==> src/rtl/core/gbpe_pkg.sv <==
// gbpe_pkg: shared types and constants of the glyph bitmap pixel expander
// used by every module under rtl/core, depends on nothing
`timescale 1ns / 1ps

package gbpe_pkg;

    localparam int BYTE_BITS  = 8;
    localparam int PIX_CNT_W  = 4;
    localparam int DIM_W      = 6;
    localparam int COLOR_W    = 24;
    localparam int APB_ADDR_W = 4;
    localparam int APB_DATA_W = 32;

    typedef enum logic [1:0] {
        REG_GLYPH_WIDTH  = 2'd0,
        REG_GLYPH_HEIGHT = 2'd1,
        REG_FORE_COLOR   = 2'd2,
        REG_BACK_COLOR   = 2'd3
    } reg_idx_t;

    typedef enum logic {
        CTRL_IDLE,
        CTRL_BUSY
    } ctrl_state_t;

    typedef struct packed {
        logic [DIM_W-1:0]   glyph_width;
        logic [DIM_W-1:0]   glyph_height;
        logic [COLOR_W-1:0] fore_color;
        logic [COLOR_W-1:0] back_color;
    } cfg_t;

    typedef struct packed {
        logic                 load;
        logic [BYTE_BITS-1:0] bits;
        logic [PIX_CNT_W-1:0] count;
        logic                 glyph_end;
    } load_t;

    typedef struct packed {
        logic busy;
        logic step;
        logic last;
    } ser_stat_t;

endpackage

==> src/rtl/core/gbpe_cfg_regs.sv <==
// gbpe_cfg_regs: apb register file holding glyph size and colors
// depends on gbpe_pkg
`timescale 1ns / 1ps

module gbpe_cfg_regs
    import gbpe_pkg::*;
(
    input  logic                  aclk,
    input  logic                  aresetn,
    input  logic                  psel,
    input  logic                  penable,
    input  logic                  pwrite,
    input  logic [APB_ADDR_W-1:0] paddr,
    input  logic [APB_DATA_W-1:0] pwdata,
    output logic [APB_DATA_W-1:0] prdata,
    output logic                  pready,
    output cfg_t                  cfg
);

    cfg_t     cfg_reg;
    cfg_t     cfg_next;
    reg_idx_t idx;
    logic     wr_en;

    assign pready = 1'b1;
    assign idx    = reg_idx_t'(paddr[3:2]);
    assign wr_en  = psel && penable && pwrite && pready;
    assign cfg    = cfg_reg;

    always_comb begin
        cfg_next = cfg_reg;
        if (wr_en) begin
            case (idx)
                REG_GLYPH_WIDTH:  cfg_next.glyph_width  = pwdata[DIM_W-1:0];
                REG_GLYPH_HEIGHT: cfg_next.glyph_height = pwdata[DIM_W-1:0];
                REG_FORE_COLOR:   cfg_next.fore_color   = pwdata[COLOR_W-1:0];
                REG_BACK_COLOR:   cfg_next.back_color   = pwdata[COLOR_W-1:0];
                default:          cfg_next = cfg_reg;
            endcase
        end
    end

    always_comb begin
        case (idx)
            REG_GLYPH_WIDTH:  prdata = APB_DATA_W'(cfg_reg.glyph_width);
            REG_GLYPH_HEIGHT: prdata = APB_DATA_W'(cfg_reg.glyph_height);
            REG_FORE_COLOR:   prdata = APB_DATA_W'(cfg_reg.fore_color);
            REG_BACK_COLOR:   prdata = APB_DATA_W'(cfg_reg.back_color);
            default:          prdata = '0;
        endcase
    end

    always_ff @(posedge aclk) begin
        if (!aresetn) begin
            cfg_reg.glyph_width  <= DIM_W'(16);
            cfg_reg.glyph_height <= DIM_W'(16);
            cfg_reg.fore_color   <= 24'hFFFFFF;
            cfg_reg.back_color   <= '0;
        end else begin
            cfg_reg <= cfg_next;
        end
    end

endmodule

==> src/rtl/core/gbpe_glyph_ctrl.sv <==
// gbpe_glyph_ctrl: byte sequencer tracking row, remaining pixels and cursor
// depends on gbpe_pkg, drives gbpe_bit_serializer through load_t
`timescale 1ns / 1ps

module gbpe_glyph_ctrl
    import gbpe_pkg::*;
#(
    parameter int COORD_BITS     = 12,
    parameter int MAX_GLYPH_SIDE = 32
) (
    input  logic                  aclk,
    input  logic                  aresetn,
    input  cfg_t                  cfg,
    input  logic                  s_tvalid,
    output logic                  s_tready,
    input  logic [BYTE_BITS-1:0]  font_byte,
    input  logic                  start_glyph,
    input  logic [COORD_BITS-1:0] origin_x,
    input  logic [COORD_BITS-1:0] origin_y,
    input  ser_stat_t             ser_stat,
    output load_t                 load,
    output logic [COORD_BITS-1:0] cursor_x,
    output logic [COORD_BITS-1:0] cursor_y
);

    localparam int SW = $clog2(MAX_GLYPH_SIDE + 1);

    ctrl_state_t           state_reg, state_next;
    logic [SW-1:0]         rem_reg, rem_next;
    logic [SW-1:0]         row_idx_reg, row_idx_next;
    logic [COORD_BITS-1:0] cursor_x_reg, cursor_x_next;
    logic [COORD_BITS-1:0] cursor_y_reg, cursor_y_next;
    logic [COORD_BITS-1:0] left_x_reg, left_x_next;
    logic                  row_end_reg, row_end_next;
    logic                  glyph_end_reg, glyph_end_next;

    logic [SW-1:0]         eff_w;
    logic [SW-1:0]         eff_h;
    logic [SW-1:0]         rem_cur;
    logic [SW-1:0]         ridx_cur;
    logic [SW-1:0]         rem_after;
    logic [PIX_CNT_W-1:0]  n_pix;
    logic                  row_end;
    logic                  glyph_end;

    assign s_tready = (state_reg == CTRL_IDLE);
    assign cursor_x = cursor_x_reg;
    assign cursor_y = cursor_y_reg;

    // clamp the programmed size to the supported side; a zero height counts as one
    always_comb begin
        if (int'(cfg.glyph_width) > MAX_GLYPH_SIDE) begin
            eff_w = SW'(MAX_GLYPH_SIDE);
        end else begin
            eff_w = SW'(cfg.glyph_width);
        end
        if (cfg.glyph_height == '0) begin
            eff_h = SW'(1);
        end else if (int'(cfg.glyph_height) > MAX_GLYPH_SIDE) begin
            eff_h = SW'(MAX_GLYPH_SIDE);
        end else begin
            eff_h = SW'(cfg.glyph_height);
        end
    end

    always_comb begin
        rem_cur  = start_glyph ? eff_w : rem_reg;
        ridx_cur = start_glyph ? '0 : row_idx_reg;
        if (int'(rem_cur) >= BYTE_BITS) begin
            n_pix = PIX_CNT_W'(BYTE_BITS);
        end else begin
            n_pix = rem_cur[PIX_CNT_W-1:0];
        end
        rem_after = rem_cur - SW'(n_pix);
        row_end   = (rem_after == '0);
        glyph_end = row_end && ((int'(ridx_cur) + 1) >= int'(eff_h));
    end

    always_comb begin
        state_next     = state_reg;
        rem_next       = rem_reg;
        row_idx_next   = row_idx_reg;
        cursor_x_next  = cursor_x_reg;
        cursor_y_next  = cursor_y_reg;
        left_x_next    = left_x_reg;
        row_end_next   = row_end_reg;
        glyph_end_next = glyph_end_reg;
        load.load      = 1'b0;
        load.bits      = font_byte;
        load.count     = n_pix;
        load.glyph_end = glyph_end;

        case (state_reg)
            CTRL_IDLE: begin
                if (s_tvalid) begin
                    if (start_glyph) begin
                        left_x_next   = origin_x;
                        cursor_x_next = origin_x;
                        cursor_y_next = origin_y;
                        row_idx_next  = '0;
                    end
                    rem_next       = rem_after;
                    row_end_next   = row_end;
                    glyph_end_next = glyph_end;
                    if (n_pix != '0) begin
                        load.load  = 1'b1;
                        state_next = CTRL_BUSY;
                    end
                end
            end
            CTRL_BUSY: begin
                if (ser_stat.step) begin
                    cursor_x_next = cursor_x_reg + COORD_BITS'(1);
                    if (ser_stat.last) begin
                        state_next = CTRL_IDLE;
                        if (row_end_reg) begin
                            if (glyph_end_reg) begin
                                rem_next     = '0;
                                row_idx_next = '0;
                            end else begin
                                row_idx_next  = row_idx_reg + SW'(1);
                                cursor_y_next = cursor_y_reg + COORD_BITS'(1);
                                cursor_x_next = left_x_reg;
                                rem_next      = eff_w;
                            end
                        end
                    end
                end
            end
            default: begin
                state_next = CTRL_IDLE;
            end
        endcase
    end

    always_ff @(posedge aclk) begin
        if (!aresetn) begin
            state_reg     <= CTRL_IDLE;
            rem_reg       <= '0;
            row_idx_reg   <= '0;
            cursor_x_reg  <= '0;
            cursor_y_reg  <= '0;
            left_x_reg    <= '0;
            row_end_reg   <= 1'b0;
            glyph_end_reg <= 1'b0;
        end else begin
            state_reg     <= state_next;
            rem_reg       <= rem_next;
            row_idx_reg   <= row_idx_next;
            cursor_x_reg  <= cursor_x_next;
            cursor_y_reg  <= cursor_y_next;
            left_x_reg    <= left_x_next;
            row_end_reg   <= row_end_next;
            glyph_end_reg <= glyph_end_next;
        end
    end

endmodule

==> src/rtl/core/gbpe_bit_serializer.sv <==
// gbpe_bit_serializer: shifts a font byte out msb first, one pixel per cycle
// while m_ is not stalled, into the output register; depends on gbpe_pkg
`timescale 1ns / 1ps

module gbpe_bit_serializer
    import gbpe_pkg::*;
#(
    parameter int COORD_BITS = 12
) (
    input  logic                  aclk,
    input  logic                  aresetn,
    input  cfg_t                  cfg,
    input  load_t                 load,
    input  logic [COORD_BITS-1:0] cursor_x,
    input  logic [COORD_BITS-1:0] cursor_y,
    output ser_stat_t             ser_stat,
    output logic                  m_tvalid,
    input  logic                  m_tready,
    output logic [COORD_BITS-1:0] pixel_x,
    output logic [COORD_BITS-1:0] pixel_y,
    output logic [COLOR_W-1:0]    pixel_color,
    output logic                  last_of_byte,
    output logic                  glyph_done
);

    logic [BYTE_BITS-1:0]  shift_reg, shift_next;
    logic [PIX_CNT_W-1:0]  cnt_reg, cnt_next;
    logic                  gend_reg, gend_next;
    logic                  active_reg, active_next;
    logic                  valid_reg, valid_next;
    logic [COORD_BITS-1:0] px_reg, px_next;
    logic [COORD_BITS-1:0] py_reg, py_next;
    logic [COLOR_W-1:0]    color_reg, color_next;
    logic                  lob_reg, lob_next;
    logic                  done_reg, done_next;
    logic                  step;
    logic                  last;

    assign step = active_reg && (!valid_reg || m_tready);
    assign last = (cnt_reg == PIX_CNT_W'(1));

    assign ser_stat.busy = active_reg;
    assign ser_stat.step = step;
    assign ser_stat.last = last;

    assign m_tvalid     = valid_reg;
    assign pixel_x      = px_reg;
    assign pixel_y      = py_reg;
    assign pixel_color  = color_reg;
    assign last_of_byte = lob_reg;
    assign glyph_done   = done_reg;

    always_comb begin
        shift_next  = shift_reg;
        cnt_next    = cnt_reg;
        gend_next   = gend_reg;
        active_next = active_reg;
        valid_next  = valid_reg && !m_tready;
        px_next     = px_reg;
        py_next     = py_reg;
        color_next  = color_reg;
        lob_next    = lob_reg;
        done_next   = done_reg;

        if (load.load) begin
            shift_next  = load.bits;
            cnt_next    = load.count;
            gend_next   = load.glyph_end;
            active_next = 1'b1;
        end else if (step) begin
            valid_next  = 1'b1;
            px_next     = cursor_x;
            py_next     = cursor_y;
            color_next  = shift_reg[BYTE_BITS-1] ? cfg.fore_color : cfg.back_color;
            lob_next    = last;
            done_next   = last && gend_reg;
            shift_next  = {shift_reg[BYTE_BITS-2:0], 1'b0};
            cnt_next    = cnt_reg - PIX_CNT_W'(1);
            active_next = !last;
        end
    end

    always_ff @(posedge aclk) begin
        if (!aresetn) begin
            active_reg <= 1'b0;
            valid_reg  <= 1'b0;
            cnt_reg    <= '0;
        end else begin
            active_reg <= active_next;
            valid_reg  <= valid_next;
            cnt_reg    <= cnt_next;
        end
    end

    always_ff @(posedge aclk) begin
        shift_reg <= shift_next;
        gend_reg  <= gend_next;
        px_reg    <= px_next;
        py_reg    <= py_next;
        color_reg <= color_next;
        lob_reg   <= lob_next;
        done_reg  <= done_next;
    end

endmodule

==> src/rtl/core/glyph_bitmap_pixel_expander.sv <==
// glyph_bitmap_pixel_expander: top level, expands font bytes into pixel writes
// depends on gbpe_pkg, gbpe_cfg_regs, gbpe_glyph_ctrl, gbpe_bit_serializer
//
//  channel  direction  transaction            sideband
//  s_       in         one font byte          tuser = start_glyph
//  m_       out        one pixel write        tlast = last_of_byte, tuser = glyph_done
//  apb      in         register write / read  pready tied high
//
// a byte is accepted, then its n = 1..8 pixels are shifted out; the bit serializer
// emits one pixel a cycle while m_ is not stalled
// a byte that yields no pixel is accepted without loading the serializer
// reset is synchronous and active low; registers return to width 16,
// height 16, white foreground, black background
// a stall on m_ holds the serializer; the next byte is taken while the last
// pixel still waits in the output register
`timescale 1ns / 1ps

module glyph_bitmap_pixel_expander
    import gbpe_pkg::*;
#(
    parameter int COORD_BITS     = 12,
    parameter int MAX_GLYPH_SIDE = 32
) (
    input  logic                  aclk,
    input  logic                  aresetn,
    input  logic                  s_tvalid,
    output logic                  s_tready,
    // font_byte, origin_x, origin_y, zero fill
    input  logic [((BYTE_BITS + 2 * COORD_BITS + 7) / 8) * 8 - 1:0] s_tdata,
    // start_glyph
    input  logic                  s_tuser,
    output logic                  m_tvalid,
    input  logic                  m_tready,
    // pixel_x, pixel_y, pixel_color, zero fill
    output logic [((2 * COORD_BITS + COLOR_W + 7) / 8) * 8 - 1:0] m_tdata,
    output logic                  m_tlast,
    // glyph_done
    output logic                  m_tuser,
    input  logic                  psel,
    input  logic                  penable,
    input  logic                  pwrite,
    input  logic [APB_ADDR_W-1:0] paddr,
    input  logic [APB_DATA_W-1:0] pwdata,
    output logic [APB_DATA_W-1:0] prdata,
    output logic                  pready
);

    localparam int M_TDATA_W = ((2 * COORD_BITS + COLOR_W + 7) / 8) * 8;

    cfg_t                  cfg;
    load_t                 load;
    ser_stat_t             ser_stat;
    logic [COORD_BITS-1:0] cursor_x;
    logic [COORD_BITS-1:0] cursor_y;
    logic [COORD_BITS-1:0] pixel_x;
    logic [COORD_BITS-1:0] pixel_y;
    logic [COLOR_W-1:0]    pixel_color;

    gbpe_cfg_regs u_cfg_regs (
        .aclk    (aclk),
        .aresetn (aresetn),
        .psel    (psel),
        .penable (penable),
        .pwrite  (pwrite),
        .paddr   (paddr),
        .pwdata  (pwdata),
        .prdata  (prdata),
        .pready  (pready),
        .cfg     (cfg)
    );

    gbpe_glyph_ctrl #(
        .COORD_BITS     (COORD_BITS),
        .MAX_GLYPH_SIDE (MAX_GLYPH_SIDE)
    ) u_glyph_ctrl (
        .aclk        (aclk),
        .aresetn     (aresetn),
        .cfg         (cfg),
        .s_tvalid    (s_tvalid),
        .s_tready    (s_tready),
        .font_byte   (s_tdata[BYTE_BITS-1:0]),
        .start_glyph (s_tuser),
        .origin_x    (s_tdata[BYTE_BITS +: COORD_BITS]),
        .origin_y    (s_tdata[BYTE_BITS + COORD_BITS +: COORD_BITS]),
        .ser_stat    (ser_stat),
        .load        (load),
        .cursor_x    (cursor_x),
        .cursor_y    (cursor_y)
    );

    gbpe_bit_serializer #(
        .COORD_BITS (COORD_BITS)
    ) u_bit_serializer (
        .aclk         (aclk),
        .aresetn      (aresetn),
        .cfg          (cfg),
        .load         (load),
        .cursor_x     (cursor_x),
        .cursor_y     (cursor_y),
        .ser_stat     (ser_stat),
        .m_tvalid     (m_tvalid),
        .m_tready     (m_tready),
        .pixel_x      (pixel_x),
        .pixel_y      (pixel_y),
        .pixel_color  (pixel_color),
        .last_of_byte (m_tlast),
        .glyph_done   (m_tuser)
    );

    assign m_tdata = M_TDATA_W'({pixel_color, pixel_y, pixel_x});

    // glyph end is only flagged on the closing pixel of a byte
    a_done_is_last: assert property (@(posedge aclk) disable iff (!aresetn)
        m_tvalid && m_tuser |-> m_tlast)
        else $error("glyph_done without last_of_byte");

    // a byte is never taken while the serializer still holds pixels
    a_accept_idle: assert property (@(posedge aclk) disable iff (!aresetn)
        s_tvalid && s_tready |-> !ser_stat.busy)
        else $error("byte accepted while serializer busy");

    // the sequencer is ready again right after the last pixel leaves the shifter
    a_ready_after_last: assert property (@(posedge aclk) disable iff (!aresetn)
        ser_stat.step && ser_stat.last |=> s_tready && !ser_stat.busy)
        else $error("sequencer not idle after last pixel");

    // a load starts the serializer and takes the sequencer out of idle
    a_load_empty: assert property (@(posedge aclk) disable iff (!aresetn)
        load.load |=> ser_stat.busy && !s_tready)
        else $error("load did not start the serializer");

endmodule

==> config.mk <==
export PLATFORM = sky130hd
export DESIGN_NAME = glyph_bitmap_pixel_expander
export DESIGN_NICKNAME = d
export VERILOG_FILES = /design/src/rtl/core/gbpe_pkg.sv /design/src/rtl/core/gbpe_cfg_regs.sv /design/src/rtl/core/gbpe_glyph_ctrl.sv /design/src/rtl/core/gbpe_bit_serializer.sv /design/src/rtl/core/glyph_bitmap_pixel_expander.sv
export SDC_FILE = /design/constraint.sdc
export NUM_CORES = 1
export LEC_CHECK = 0
export ABC_AREA = 1
export BUFFER_PORTS_ARGS = -buffer_cell sky130_fd_sc_hd__buf_2
export CORE_MARGIN = 2
export CORE_UTILIZATION = 50
export DETAILED_ROUTE_END_ITERATION = 10
export GPL_TIMING_DRIVEN = 0
export PLACE_DENSITY = 0.74
export SYNTH_ARGS = -nofsm -noshare
export SYNTH_HDL_FRONTEND = slang
export SYNTH_SLANG_ARGS = --single-unit
==> constraint.sdc <==
create_clock -name aclk -period 4.2 [get_ports aclk]
set_input_delay 0.84 -clock aclk [delete_from_list [all_inputs] [get_ports aclk]]
set_output_delay 0.84 -clock aclk [all_outputs]
set_load 0.05 [all_outputs]
-- Word level (Yosys, flattened, before mapping)
Cells that the tools add are included.
- $add $sub $neg: 6
- magnitude comparators: 4
- eq/ne operators: 10
- multiplexer cells: 48
- bitwise gates (word level): 2
- reduce and logical (&&, ||, !) cells: 25
- operators by type and width (kind ; count):
    2-to-1 mux 12 bit ; 12
    case mux 32 bit (4 select lines) ; 1
    2-to-1 mux 6 bit ; 15
    case mux 12 bit (2 select lines) ; 2
    greater-or-equal comparator 32 x 7 -> 1 bit ; 1
    adder 12 x 1 -> 12 bit (second input constant) ; 2
    2-to-1 mux 24 bit ; 1
    case mux 6 bit (2 select lines) ; 2
    2-to-1 mux 8 bit ; 2
    greater-than comparator 6 bit (second input constant) ; 2
    zero test 6 bit ; 2
    2-to-1 mux 4 bit ; 3
    AND reduction 2 bit ; 6
    2-to-1 mux 1 bit ; 9
    adder 6 x 1 -> 7 bit (second input constant) ; 1
    adder 6 x 1 -> 6 bit (second input constant) ; 1
    greater-or-equal comparator 6 x 4 -> 1 bit (second input constant) ; 1
    logical AND 1 bit ; 6
    inequality test 2 x 1 -> 1 bit (second input constant) ; 3
    inequality test 2 bit (second input constant) ; 3
    AND reduction 3 bit ; 2
    AND reduction 6 bit ; 1
    subtractor 6 x 4 -> 6 bit ; 1
    == test 2 bit (second input constant) ; 2
    other kinds (11) ; 14
- register bits after elaboration: 176
- bits of input ports: 76
- output and inout port bits: 85
- logic and storage cells: 117

-- Depth between registers and ports, before layout
Gate-level depths: netlist (run 1).
- depth after elaboration: 11
- gate-level depth with buffers: 13
- mapped depth without buffers: 12

-- By module
A second synthesis (run 1) with hierarchy kept.
- cells, all modules: 1067
- area, all modules: 8749.6 um2
- by module, submodules not included (module ; instances ; cells an instance ; area an instance (um2) ; sequential area each (um2)):
    gbpe_glyph_ctrl ; 1 ; 495 ; 3276.9 ; 1021.0
    gbpe_cfg_regs ; 1 ; 401 ; 2819.0 ; 1201.2
    gbpe_bit_serializer ; 1 ; 171 ; 2653.8 ; 1891.8

-- Least setup slack after synthesis (run 1)
No wires, ideal clock.
- kind: input port to flip-flop
- start point: in s_tuser
- end point: reg u_bit_serializer.done_reg (netlist: u_bit_serializer.glyph_done), enable pin
- library setup time: 0.458 ns
- arrival time: 3.904 ns
- data required time: 3.742 ns
- slack: -0.162 ns
- stages: 9
- buffers on the path: 1
- cells stage by stage: buf_6 -> or2_1 -> nand2_2 -> nand3_4 -> nor2_2 -> nand3_2 -> nand2_4 -> inv_2 -> nor2_1
- RTL lines (element ; RTL line ; text):
    from (decl) ; glyph_bitmap_pixel_expander.sv:31 ; input logic s_tuser,
    to (signal assigned) ; gbpe_bit_serializer.sv:102 ; done_reg <= done_next;
    to (decl) ; gbpe_bit_serializer.sv:35 ; logic done_reg, done_next;

-- Final worst setup path (run 1)
- start point: in paddr[3]
- end point: out prdata[22]
- longest elaborated chain between the ends: 2
- elaborated cells on any way between the ends: 5
- those cells by class: 3 x eq/ne; 1 x mux; 1 x reduce/logical
- ends and longest elaborated chain (element ; RTL line ; text):
    from (decl) ; glyph_bitmap_pixel_expander.sv:42 ; input logic [APB_ADDR_W-1:0] paddr,
    == test 2 bit, or another cell as far along ; gbpe_cfg_regs.sv:44 ; case (idx)
    case mux 32 bit (4 select lines) (*) ; gbpe_cfg_regs.sv:44 ;
    to (decl) ; glyph_bitmap_pixel_expander.sv:44 ; output logic [APB_DATA_W-1:0] prdata,
Mark *: on every way between the ends. The rest lies on a longest branch, timed or not. The select of a mux whose other input is x is not followed.

==> results of run 1 <==
## kinds of logic (layout without fill, tap and decap cells)
kind of cell / count (synthesis) / after routing / synth area share [%]
buffers and inverters: 146 / 319 / 7.63
DFF: 176 / 176 / 50.7
AOI/OAI and AO/OA: 257 / 257 / 17.6
and+or+nand+nor: 392 / 392 / 20.8
xor gates and xnor gates: 12 / 12 / 1.29
other: 2 / 9 / 0.0925
adders and majority gates: 12 / 12 / 1.85
## cells in the final DEF (no fill, tap or decap), drive strengths merged, types with 8 or more instances in the layout
cell type,Yosys,final
clkbuf,36,54
o211ai,11,11
a31oi,11,11
nor2,60,60
nand3,73,73
edfxtp,59,59
dfxtp,117,117
a21oi,79,79
o21ai,134,134
xor2,10,10
clkinv,1,8
buf,21,162
ha,12,12
nand2,234,234
conb,2,9
inv,88,91
## area by class of cell
cell class	instances	area [sq um]	share of cell area [%]
clock inverters	14	158	1.62
plain buffers	57	283	2.90
multi-input cells	682	3420	35.1
well taps	216	270	2.77
flip-flops and latches	176	4110	42.2
repair buffers	141	721	7.40
clock buffers	18	439	4.51
inverters	89	337	3.46
## power by group through the flow
stage	clock (mW)	combinational (mW)	sequential [mW]
2_1_floorplan	0	0.437	2.12
3_3_place_gp	0	0.761	2.00
3_5_place_dp	0	0.778	2.00
4_1_cts	1.60	0.782	1.96
5_1_grt	1.69	0.860	1.98
6_report	1.60	0.788	1.96
## per-layer routing
| metal | global-route usage [%] | share of wire [%] |
|---|---|---|
| met1 | 33.6 | 44 |
| met2 | 39.4 | 47 |
| met3 | 5.17 | 6.1 |
| met4 | 9.48 | 2.1 |
| met5 | 0 | 0 |
## worst register-to-register path: stages (launching register included)
cell,delay [ns]
dfxtp_1,0.34
inv_2,0.13
nand2_1,0.06
o21ai_1,0.22
nand3_4,0.18
nor2_2,0.14
nand3_2,0.10
nand2_4,0.13
inv_2,0.12
nor2_4,0.65
buf_12,0.28
## per-stage QoR
stage	cells	setup WS, ns	total power [mW]	instance area [sq um]
global placement	1360	-0.106	2.76	9120
floorplan	1004	0.680	2.55	8150
global route	1393	0.783	4.52	9740
detailed placement	1361	0.987	2.78	9140
finish	1393	0.936	4.35	9740
CTS	1393	0.974	4.35	9740
## how the worst min path moves through the flow
stage / start / to / depth (start not counted)
final: u_glyph_ctrl.left_x_reg[11]$_SDFFE_PN0P_ / u_glyph_ctrl.left_x_reg[11]$_SDFFE_PN0P_ / 2
after floorplan: u_glyph_ctrl.left_x_reg[4]$_SDFFE_PN0P_ / u_glyph_ctrl.left_x_reg[4]$_SDFFE_PN0P_ / 2
after global routing: u_glyph_ctrl.left_x_reg[4]$_SDFFE_PN0P_ / u_glyph_ctrl.left_x_reg[4]$_SDFFE_PN0P_ / 2
after detailed placement: u_glyph_ctrl.cursor_y[11]$_SDFFE_PN0P_ / u_bit_serializer.pixel_y[11]$_DFFE_PP_ / 0
after CTS: u_glyph_ctrl.left_x_reg[11]$_SDFFE_PN0P_ / u_glyph_ctrl.left_x_reg[11]$_SDFFE_PN0P_ / 2
after global placement: u_glyph_ctrl.left_x_reg[4]$_SDFFE_PN0P_ / u_glyph_ctrl.left_x_reg[4]$_SDFFE_PN0P_ / 2
==> out/qor.yml, run 1 <==
synth_most_common_cell: "nand2_1"
yosysTopAreaCell: "dfxtp_1"
cts_setup_buffers: 0
hold_path.class: "reg2reg"
area_delta_synth_final_pct: 20.0
worst_setup_path_end_kind: "primary output"
yosys_warnings: 0
num_antenna_cells: 0
cell_internal_pwr_mw: 3.01
yosysTopAreaCellShare_pct: 28.8
drt-initial-drc-count: 687
grt_overflow: 0
synth_common_cells: "228 x nand2_1, 129 x o21ai_0, 117 x dfxtp_1"
finalSetupViolCount: 0
rrSetupSlack_ns: 1.54
ir_drop_mv: 0.294
worstReg2RegEnd: "u_bit_serializer.pixel_x[3]$_DFFE_PP_"
syn_area_per_cell_sq_um: 8.14
fin_nets: 1252
cp-startpoint: "paddr[3]"
max_stage_delay_ns: 0.47
die_y_um: 131
final_core_util_pct: 61.3
num_io_pins: 161
synth_edf_count: 59
cp.depth: 7
holdBufCountCts: 0
drive_above_1_share_pct: 19.0
finalHoldViolCount: 0
syn-instance-count: 997
critPathSlowestCell: "clkbuf_1"
syn_area_sq_um: 8120
rsz0062_at_grt: "no"
status: "finished, final reports clean"
arrival_ns: 2.42
fin_skew_ns: 0.00831
timing.final.crit_share_pct: 77.7
cp.required_ns: 3.36
fillers: 1456
cts_tree: "built"
dp_hpwl_um: 15000
yosysUniqueCellTypes: 51
crit_type: "in2out"
p_comb_share_pct: 18.1
setup_tns_ns: 0
critical_path_buf_inv_count: 4
synth_ff_type: "dfxtp_1"
max_cap_violations: 0
clkSinkCount: 176
ant_nets: 0
holdWs_ns: 0.457
grt.total_usage_pct: 24.9
max_slew_margin_pct: 44.9
grt_max_degree: 30
worstSkewPairLatency_ns: 0.44
netSwitchingFraction_pct: 30.8
start_util_pct: 51.1
drc_errors: 0
viasPerCell: 5.43
grt_pass1_wl_um: 35000
largest_reg_flops: 60
htree_levels: 4
path_max_fanout: 10
crit_path_end: "prdata[22]"
p_leak_nw: 4.16
pwr-share-seq_pct: 45.1
grt_pass1_vias: 7106
wl_per_cell_um: 15.3
crit_top_cell: "buf_2"
yosys-top-cells-area: "dfxtp_1 29%, edfxtp_1 22%, nand2_1 11%, o21ai_0 8.0%, a21oi_1 4.7%"
path_cells: "buf_2, inv_1, nor2_1, clkbuf_1, nand2_1, o21ai_0, buf_2"
path_clk_slew_ns: 0.06
die_area_sq_um: 17300
rows: 46
fp.dieW_um: 131
slew_violations: 0
clock_power_share_pct: 36.8
ys_ff_latch: 176
via_count: 7570
place.gp.congestion: 0.866
crit_family: "buffers and inverters"
p_switching_mw: 1.34
worst_slew_pin_slew_ns: 0.824
core-area_sq_um: 15900
p_per_area_nw_per_um2: 447
period_minus_slack_ns: 3.26
async_flop_share_pct: 0
cts.repair.resized: 0
ff2ff_path_depth: 10
start_kind: "primary input"
drt_first_pass_iters: 5
clock_path_buffers: 2
fmax_mhz: 306
cts-root-buf: "clkbuf_16"
cts_made_buffers: 17
numPortBuffers: 140
wl_um: 21300
ys_seq_area_share_pct: 50.7
grt_antenna_before_repair: 0
timing.rr.start: "u_cfg_regs.cfg[59]$_SDFFE_PN0P_"
Note: power is estimated with default switching activity, not from simulation.
==> run 2, diff against run 1 <==
CORE_UTILIZATION = 55   (was 50)
PLACE_DENSITY = 0.78   (was 0.74)
clock period = 3.4 ns   (was 4.2 ns; I/O delays follow)
==> run 2 against run 1 <==
Clock-buffer cell count grew 1. Hold slack lost 0.0039 ns. Critical endpoint is now prdata[18]. Highest routed layer unchanged. Clock skew shrank 0.00077 ns. Final area grew 0.40%. Clock power grew 40%. Register-to-register slack lost 0.83 ns. Sequential power grew 24%. Critical path depth is the same.
==> out/qor.yml, run 2 (synthesis gave the netlist of run 1 again) <==
grt_pass1_wl_um: 34500
holdBufCountCts: 0
finalSetupViolCount: 0
worst_slew_pin_slew_ns: 0.842
core-area_sq_um: 14500
finalHoldViolCount: 0
num_antenna_cells: 0
grt_overflow: 0
cts-root-buf: "clkbuf_16"
layout_commonest_cell: "nand2_1"
path_clk_slew_ns: 0.06
slew_violations: 0
grt_antenna_before_repair: 0
hold_path.class: "reg2reg"
timing.final.crit_share_pct: 86.2
ir_drop_mv: 0.319
grt_max_degree: 29
critical_path_buf_inv_count: 4
area_delta_synth_final_pct: 20.4
wl_um: 21700
post_layout_nonfiller_instances: 1361
cts_setup_buffers: 0
rsz0062_at_grt: "no"
fp.dieW_um: 126
max_cap_violations: 0
viasPerCell: 5.63
crit_type: "in2out"
drt_first_pass_iters: 6
clkSinkCount: 176
critPathSlowestCell: "clkbuf_1"
final_cell_mix: "228 x nand2_1, 147 x buf_2, 129 x o21ai_0, 117 x dfxtp_1, 81 x inv_1"
die_y_um: 126
cp.required_ns: 2.72
place.gp.congestion: 0.914
via_count: 7661
grt_pass1_vias: 7107
holdWs_ns: 0.453
p_leak_nw: 4.19
drc_errors: 0
dp_cells: 1329
regArea_sq_um: 4110
drt-initial-drc-count: 689
status: "finished, final reports clean"
path_cells: "buf_2, inv_1, nor2_1, clkbuf_1, nand2_1, o21ai_0, buf_2"
htree_levels: 4
cts.repair.resized: 0
cts_tree: "built"
start_util_pct: 56.1
period_minus_slack_ns: 2.93
start_kind: "primary input"
grt.total_usage_pct: 27.4
path_max_fanout: 10
max_slew_margin_pct: 43.7
multiInputGateArea_sq_um: 3420
cts_made_buffers: 17
largest_reg_flops: 60
fillers: 1231
worst_setup_path_end_kind: "primary output"
die_area_sq_um: 15800
fin_skew_ns: 0.00755
dp_hpwl_um: 14900
rows: 44
fin_nets: 1252
p_per_area_nw_per_um2: 577
crit_family: "buffers and inverters"
arrival_ns: 2.25
ant_nets: 0
fmax_mhz: 341
worstSkewPairLatency_ns: 0.43
crit_top_cell: "buf_2"
wl_per_cell_um: 15.9
numPortBuffers: 140
clock_path_buffers: 2
max_stage_delay_ns: 0.50
drive_above_1_share_pct: 18.9
num_io_pins: 161
setup_tns_ns: 0
final_core_util_pct: 67.5
==> run 2: layer usage <==
layer  track usage [%]  wire length, um
met5                 0                0
met4              11.9              686
met3              5.52             1900
met2              44.5            10100
met1              35.6             9020
==> run 2: per-stage QoR <==
stage	worst slack [ns]	power, mW	area (sq um)
after floorplan	0.0402	3.15	8150
after global placement	-0.739	3.41	9080
after detailed placement	0.363	3.43	9100
after CTS	0.518	5.64	9780
after global routing	0.337	5.83	9780
final	0.468	5.64	9780
==> run 2: cell type report <==
| cell class | instances | share of cell area (%) |
|---|---|---|
| Multi-Input combinational cell | 682 | 35.0 |
| Inverter | 89 | 3.44 |
| Clock buffer | 19 | 4.53 |
| Buffer | 57 | 2.89 |
| Clock inverter | 13 | 2.38 |
| Sequential cell | 176 | 42.1 |
| Tap cell | 184 | 2.35 |
| Timing Repair Buffer | 141 | 7.37 |
==> run 2: final timing paths <==
check,startpoint,slack (ns),end,cells past startpoint
setup / recovery,paddr[3],0.47,prdata[18],7
hold / removal,u_glyph_ctrl.left_x_reg[11]$_SDFFE_PN0P_,0.45,u_glyph_ctrl.left_x_reg[11]$_SDFFE_PN0P_,2
setup reg to reg,u_cfg_regs.cfg[59]$_SDFFE_PN0P_,0.71,u_bit_serializer.pixel_x[0]$_DFFE_PP_,10
hold reg to reg,u_glyph_ctrl.left_x_reg[11]$_SDFFE_PN0P_,0.45,u_glyph_ctrl.left_x_reg[11]$_SDFFE_PN0P_,2
==> run 2: worst min-delay path: stages (launching register included) <==
cell     delay [ns]
dfxtp_1        0.30
inv_1          0.06
a21oi_1        0.05
==> run 2: report_power, final <==
part           switching (mW)  internal, mW  total (mW)
logic                   0.714         0.264       0.978
registers              0.0837          2.34        2.43
clock network           0.834          1.40        2.24
